`config.mk`:
```
export PLATFORM = sky130hd
export DESIGN_NAME = sts_out
export DESIGN_NICKNAME = d
export VERILOG_FILES = /design/src/rtl/sts_out.sv
export SDC_FILE = /design/constraint.sdc
export NUM_CORES = 1
export LEC_CHECK = 0
export ABC_AREA = 1
export BUFFER_PORTS_ARGS = -buffer_cell sky130_fd_sc_hd__buf_4
export CELL_PAD_IN_SITES_DETAIL_PLACEMENT = 0
export CELL_PAD_IN_SITES_GLOBAL_PLACEMENT = 1
export CORE_UTILIZATION = 38
export CTS_CLUSTER_SIZE = 24
export DETAILED_ROUTE_END_ITERATION = 7
export GPL_TIMING_DRIVEN = 0
export PLACE_DENSITY = 0.62
export RECOVER_POWER = 25
export SETUP_SLACK_MARGIN = 0.4
export SLEW_MARGIN = 30
export SYNTH_ARGS = -nofsm -noshare
export SYNTH_HDL_FRONTEND = slang
export SYNTH_SLANG_ARGS = --single-unit
```
`constraint.sdc`:
```
create_clock -name clk -period 10.65 [get_ports clk]
set_input_delay 1.065 -clock clk [delete_from_list [all_inputs] [get_ports clk]]
set_output_delay 1.065 -clock clk [all_outputs]
set_load 0.1 [all_outputs]
```
`src/rtl/sts_out.sv`:
```
// ----------------------------------------------------------------------------
// sts_out
// Gathers the six projected points of a triangle over three beats and
// serializes the four sub-triangles onto the result channel.
// ----------------------------------------------------------------------------
module sts_out #(
  parameter int COORD_WIDTH = 20
) (
  input  logic                              clk,
  input  logic                              rst_n,
  input  logic                              beat_valid,
  input  logic [2:0][COORD_WIDTH-1:0]       lane0_pt,
  input  logic [2:0][COORD_WIDTH-1:0]       lane1_pt,
  output logic                              beat_ready,
  output logic                              out_valid,
  input  logic                              out_stall,
  output logic signed [COORD_WIDTH-1:0]     out_p0_x,
  output logic signed [COORD_WIDTH-1:0]     out_p0_y,
  output logic signed [COORD_WIDTH-1:0]     out_p0_z,
  output logic signed [COORD_WIDTH-1:0]     out_p1_x,
  output logic signed [COORD_WIDTH-1:0]     out_p1_y,
  output logic signed [COORD_WIDTH-1:0]     out_p1_z,
  output logic signed [COORD_WIDTH-1:0]     out_p2_x,
  output logic signed [COORD_WIDTH-1:0]     out_p2_y,
  output logic signed [COORD_WIDTH-1:0]     out_p2_z,
  output logic                              out_last_triangle
);

  // Point slots
  localparam int PT_A  = 0;
  localparam int PT_B  = 1;
  localparam int PT_C  = 2;
  localparam int PT_AB = 3;
  localparam int PT_BC = 4;
  localparam int PT_CA = 5;

  // Gather beat count
  localparam logic [1:0] GAT_BEAT0 = 2'd0;
  localparam logic [1:0] GAT_BEAT1 = 2'd1;
  localparam logic [1:0] GAT_BEAT2 = 2'd2;
  localparam logic [1:0] GAT_FULL  = 2'd3;

  // Sub-triangle codes
  localparam logic [1:0] TRI_0    = 2'd0;
  localparam logic [1:0] TRI_1    = 2'd1;
  localparam logic [1:0] TRI_2    = 2'd2;
  localparam logic [1:0] TRI_LAST = 2'd3;

  logic [2:0][COORD_WIDTH-1:0] gat_pt_r [0:5];
  logic [1:0]                  gcnt_r;
  logic [2:0][COORD_WIDTH-1:0] ser_pt_r [0:5];
  logic                        ser_vld_r;
  logic [1:0]                  tri_r;

  logic take;
  logic out_acc;
  logic ser_free;
  logic xfer;

  assign beat_ready = gcnt_r != GAT_FULL;
  assign take       = beat_valid && beat_ready;
  assign out_acc    = ser_vld_r && !out_stall;
  assign ser_free   = !ser_vld_r || (out_acc && (tri_r == TRI_LAST));
  assign xfer       = (gcnt_r == GAT_FULL) && ser_free;

  // Gather: two points per beat
  always_ff @(posedge clk) begin
    if (take) begin
      case (gcnt_r)
        GAT_BEAT0: begin
          gat_pt_r[PT_A]  <= lane0_pt;
          gat_pt_r[PT_B]  <= lane1_pt;
        end
        GAT_BEAT1: begin
          gat_pt_r[PT_C]  <= lane0_pt;
          gat_pt_r[PT_AB] <= lane1_pt;
        end
        GAT_BEAT2: begin
          gat_pt_r[PT_BC] <= lane0_pt;
          gat_pt_r[PT_CA] <= lane1_pt;
        end
        default: ;
      endcase
    end
  end

  always_ff @(posedge clk) begin
    if (!rst_n) begin
      gcnt_r <= GAT_BEAT0;
    end else if (xfer) begin
      gcnt_r <= GAT_BEAT0;
    end else if (take) begin
      gcnt_r <= gcnt_r + 2'd1;
    end
  end

  // Serializer: hand a full set over, then step through the four triangles
  always_ff @(posedge clk) begin
    if (xfer) begin
      ser_pt_r <= gat_pt_r;
    end
  end

  always_ff @(posedge clk) begin
    if (!rst_n) begin
      ser_vld_r <= 1'b0;
      tri_r     <= TRI_0;
    end else if (xfer) begin
      ser_vld_r <= 1'b1;
      tri_r     <= TRI_0;
    end else if (out_acc) begin
      if (tri_r == TRI_LAST) begin
        ser_vld_r <= 1'b0;
      end else begin
        tri_r <= tri_r + 2'd1;
      end
    end
  end

  // Select the vertices of the current sub-triangle
  logic [2:0][COORD_WIDTH-1:0] p0;
  logic [2:0][COORD_WIDTH-1:0] p1;
  logic [2:0][COORD_WIDTH-1:0] p2;

  always_comb begin
    p0 = ser_pt_r[PT_AB];
    p1 = ser_pt_r[PT_BC];
    p2 = ser_pt_r[PT_CA];
    case (tri_r)
      TRI_0: begin
        p0 = ser_pt_r[PT_A];
        p1 = ser_pt_r[PT_AB];
        p2 = ser_pt_r[PT_CA];
      end
      TRI_1: begin
        p0 = ser_pt_r[PT_CA];
        p1 = ser_pt_r[PT_BC];
        p2 = ser_pt_r[PT_C];
      end
      TRI_2: begin
        p0 = ser_pt_r[PT_AB];
        p1 = ser_pt_r[PT_B];
        p2 = ser_pt_r[PT_BC];
      end
      TRI_LAST: begin
        p0 = ser_pt_r[PT_AB];
        p1 = ser_pt_r[PT_BC];
        p2 = ser_pt_r[PT_CA];
      end
      default: ;
    endcase
  end

  assign out_valid         = ser_vld_r;
  assign out_p0_x          = p0[0];
  assign out_p0_y          = p0[1];
  assign out_p0_z          = p0[2];
  assign out_p1_x          = p1[0];
  assign out_p1_y          = p1[1];
  assign out_p1_z          = p1[2];
  assign out_p2_x          = p2[0];
  assign out_p2_y          = p2[1];
  assign out_p2_z          = p2[2];
  assign out_last_triangle = tri_r == TRI_LAST;

endmodule

```
Word-level counts from Yosys, hierarchy flattened
Cells that the tools add are included.
- flip-flop bits (word level): 725
- bits in latches: 0
- RAM bits: 0
- memory bits (read-only): 0
- input port bits: 124
- output and inout port bits: 183
- word-level logic and storage cells: 76
- memories kept: 0
- add/subtract/negate cells: 2
- $mul: 0
- div/mod/pow operators: 0
- order comparisons: 0
- equal/unequal tests: 7
- shift operators: 0
- multiplexer cells: 6
- bitwise gates (word level): 2
- reductions and logical operators: 20
- operators with widths (kind ; number):
    one-hot mux 60 bit (3 select lines) ; 3
    AND reduction 2 bit ; 5
    equality test 2 bit, second input constant ; 4
    OR reduction 2 bit ; 4
    adder 2 x 1 -> 2 bit, second input constant ; 2
    equality test 2 x 1 -> 1 bit, second input constant ; 2
    logical AND 1 bit ; 4
    logical NOT 2 bit ; 2
    nonzero test 2 bit ; 2
    2-to-1 mux 1 bit ; 3
    logical NOT 1 bit ; 2
    inequality test 2 bit, second input constant ; 1
    inverter 1 bit ; 2
    logical OR 1 bit ; 1

Depth between registers and ports, before layout
- depth after elaboration: 7
- gate-level depth with buffers: 8
- mapped depth without buffers: 7

Least setup slack after synthesis
Ideal clock, no wire load.
- kind: register -> register
- start point: reg tri_r[0]
- end point: reg ser_pt_r[0] (netlist name) (enable)
- setup time: 0.710 ns
- arrival time: 8.655 ns
- path slack: 1.285 ns
- cell stages (with the launch flop): 6
- path through: dfxtp_1 -> ha_1 -> inv_1 -> o21ai_0 -> nand2_1 -> inv_1
- longest elaborated chain between the ends: 4
- RTL lines (what ; RTL line ; text):
    start, declared ; 53 ; logic [1:0] tri_r;
    start signal, assigned ; 115 ; tri_r <= tri_r + 2'd1;
    equality test 2 bit ; -- ;
    net out_last_triangle ; 26 ; output logic out_last_triangle
    logical AND 1 bit ; 63 ; assign ser_free = !ser_vld_r || (out_acc && (tri_r == TRI_LAST));
    logical OR 1 bit ; 63 ;
    logical AND 1 bit ; 64 ; assign xfer = (gcnt_r == GAT_FULL) && ser_free;
    net xfer ; 58 ; logic xfer;
    end signal, assigned ; 100 ; ser_pt_r <= gat_pt_r;
    end, declared ; 51 ; logic [2:0][COORD_WIDTH-1:0] ser_pt_r [0:5];
The timed path passes the listed nets, and every way through them passes these cells.
A chain may end at the register's enable or synchronous reset.

Worst setup path after layout
- start point: reg tri_r[0]
- end point: out out_p2_z[12]
- longest elaborated chain between the ends: 3
- elaborated cells between the ends (all ways): 6
- classes of those cells: eq/ne (3); mux (1); reduce/logical (2)
- RTL lines (what ; RTL line ; text):
    equality test 2 bit or logical NOT 2 bit (tied branches) ; 129 ; case (tri_r)
    OR reduction 2 bit (no source line) ; -- ;
    one-hot mux 60 bit (3 select lines) (*) ; 129 ;
    end, declared ; 25 ; output logic signed [COORD_WIDTH-1:0] out_p2_z,
Every way passes the cells marked *; elsewhere a longest branch is shown, timed or not.

==> flow_metrics.tcl <==
set metrics [dict create \
    portBuffers 306 \
    post_cts_resized 0 \
    most-common-layout-cells "edfxtp_1 (720), a21oi_1 (300), buf_4 (290)" \
    dp.final_hpwl_um 44300 \
    global_route_total_overflow 0 \
    yosysSeqAreaShare 0.846 \
    crit_path_end_kind "output pin" \
    layout.cells.most_common "edfxtp_1" \
    routabilityCongestion 0.792 \
    outcome "completed" \
    grt_max_degree 97 \
    maxcap_viol_count 0 \
    first_pass_grt_wire_length_um 95400 \
    relative_max_transition_margin 0.325 \
    pin_count 307 \
    setup_ws_ns 5.98 \
    worstSetupEndpoint "out_p2_z[12]" \
    std_cell_rows 94 \
    period_needed_ns 4.67 \
    postLayoutCoreUtil 0.483 \
    rr_startpoint "tri_r[1]" \
    grt_usage 0.196 \
    fin_crit_share 0.439 \
    cts-hold-fix-buffers 0 \
    antenna_found_initial 4 \
    detail_route.wl_per_cell_um 23.5 \
    avgSynthCellArea_um2 16.3 \
    avgViaCountPerCell 5.03 \
    r2r_cells 7 \
    routed_wirelength_um 68200 \
    synth.area.top_cells "edfxtp_1 (84%), a21oi_1 (5.8%), nand2_1 (2.7%)" \
    initial_core_util 0.387 \
    timing_worst_setup_path_type "flip-flop to output pin" \
    core-area_um2 66300 \
    slew_violations 0 \
    die_w_um 262 \
    number_of_violations_reported_at_the_end_of_detailed_routing_iteration_0 1111 \
    ant_nets 0 \
    clock_path_buffers 3 \
    power-per-cell-area_nw_per_um2 197 \
    route.vias.total 14600 \
    topRoutingLayerUsed "met5" \
    worst_ep_required_time_ns 9.59 \
    number_of_global_route_vias_before_repair 14700 \
    maxClockFrequency_mhz 214 \
    routed-wl-met2_um 34100 \
    cts-root-buf "clkbuf_16" \
    timing.critical_path.slowest_stage_cell "clkbuf_1" \
    synth_largest_area_cell "edfxtp_1" \
    hp-class "flip-flop to flip-flop" \
    post_synth_instance_area_um2 25700 \
    area_growth_pct 24.7 \
    regToRegEndpoint "ser_pt_r[214]" \
    cts_post_setup_buffers_inserted 0 \
    die_area_um2 68600 \
    clock-skew-final_ns 0.0304 \
    rsz0062_at_grt "no" \
    slowest_delay_ns 0.66 \
    synth.distinct_cells 18 \
    dpl_worst_slack_ns 6.57 \
    cts_tree "built" \
    h-tree-depth 3 \
    p_leak_nw 11.3 \
    clock_pin_transition_on_the_worst_setup_and_hold_timing_paths_ns 0.07 \
    setup.reg_to_reg.worst_slack_ns 7.59 \
    met3RoutedLength_um 4540 \
    ys_ff_latch 725 \
    mappedNetlistNets 1705 \
    path_cells "buf_2 > inv_1 > ha_1 > clkinv_1 > clkbuf_1 > a21oi_1 > a22oi_1 > buf_4" \
    cts_made_buffers 74 \
    setup_viol_count_final 0 \
    worst_ir_drop_vdd_v 0.000144 \
    netlist.area_leader.share 0.842 \
    drc_errors 0 \
    timing.final.hold_violations 0 \
    synthCells 1572 \
    synth_warnings 0 \
    nets 2113 \
    cp-start-kind "flip-flop" \
    critPathMaxFanout 10 \
    crit_start "tri_r[0]" \
    timing.critical_path.arrival_ns 3.61 \
    fraction_of_layout_cells_with_a_size_suffix_above_1 0.229 \
    tightestPinTransition_ns 1.01 \
    numClockSinks 725 \
    clk-insertion-delay-late_ns 0.60 \
    routedLengthMet1_um 27400 \
    drt_pass1_iterations 5 \
    y_dimension_of_the_die_um 262 \
]
[Yosys cell counts, drive strengths merged]
master / count
edfxtp: 720
a21oi: 300
nand2: 188
nor2: 127
inv: 74
a22oi: 60
buf: 53
clkbuf: 26
ha: 9
dfxtp: 5
nand3: 2
nand4: 2
o21ai: 2
a21boi: 1
clkinv: 1
or2: 1
xor2: 1
[routing by layer]
| layer | track usage | vias to the layer above |
|---|---|---|
| li1 | - | 6655 |
| met1 | 0.245 | 7271 |
| met4 | 0.0768 | 6 |
| met3 | 0.0413 | 129 |
| met2 | 0.333 | 512 |
| met5 | 0 | - |
[worst min path at each step]
| stage | start | to | slack (ns) | cells past startpoint |
|---|---|---|---|---|
| after floorplan | gat_pt_r[0] | ser_pt_r[0] | 0.40 | 0 |
| after global placement | gat_pt_r[284] | ser_pt_r[284] | 0.40 | 0 |
| after detailed placement | gat_pt_r[102] | ser_pt_r[102] | 0.40 | 0 |
| after CTS | gat_pt_r[123] | ser_pt_r[123] | 0.41 | 0 |
| after global routing | gat_pt_r[163] | ser_pt_r[163] | 0.42 | 0 |
| final | gat_pt_r[148] | ser_pt_r[148] | 0.41 | 0 |
[layout make-up]
| class | count | area [um^2] |
|---|---|---|
| Sequential cell | 725 | 21700 |
| Fill cell | 5776 | 34300 |
| Multi-Input combinational cell | 693 | 3320 |
| Inverter | 75 | 289 |
| Buffer | 79 | 379 |
| Tap cell | 864 | 1080 |
| Antenna cell | 1 | 2.50 |
| Timing Repair Buffer | 332 | 2920 |
| Clock inverter | 37 | 338 |
| Clock buffer | 94 | 1970 |
[critical path, delay by kind of cell, from the launching register on]
kind | cells | cell delay, ns
AOI/OAI and AO/OA | 2 | 0.49
adders and majority gates | 1 | 0.35
DFF | 1 | 0.38
buffers and inverters | 5 | 1.78
[logic make-up after synthesis]
| logic type | after synthesis | share of synthesized area |
|---|---|---|
| and+or+nand+nor | 320 | 0.0472 |
| AOI/OAI and AO/OA | 363 | 0.0767 |
| DFF | 725 | 0.846 |
| buffers and inverters | 154 | 0.0257 |
| xor gates and xnor gates | 1 | 0.000341 |
| adders and majority gates | 9 | 0.00438 |
[report_power, final]
group / switching, mW / total (mW) / leakage [nW] / internal, mW
registers: 0.0288 / 3.30 / 6.61 / 3.28
clock network: 1.04 / 2.49 / 1.13 / 1.45
logic: 0.387 / 0.511 / 3.60 / 0.124
total: 1.45 / 6.30 / 11.3 / 4.85
[state kept, by name, indices dropped and copies added, names as in the netlist]
name / cells
out_valid: 1
gcnt_r: 2
gat_pt_r: 360
tri_r: 2
ser_pt_r: 360
[per-stage QoR]
stage               total power [mW]  instance area (um^2)  hold slack [ns]  TNS (ns)  instances
finish                          6.30                 32000            0.409         0       2900
global route                    6.51                 32000            0.418         0       2899
CTS                             6.38                 32100            0.407         0       2899
detailed placement              3.88                 29800            0.405         0       2768
global placement                3.88                 29100            0.400   -966.66       2742
floorplan                       3.69                 25700            0.400         0       1572
(Power assumes the default switching activity.)
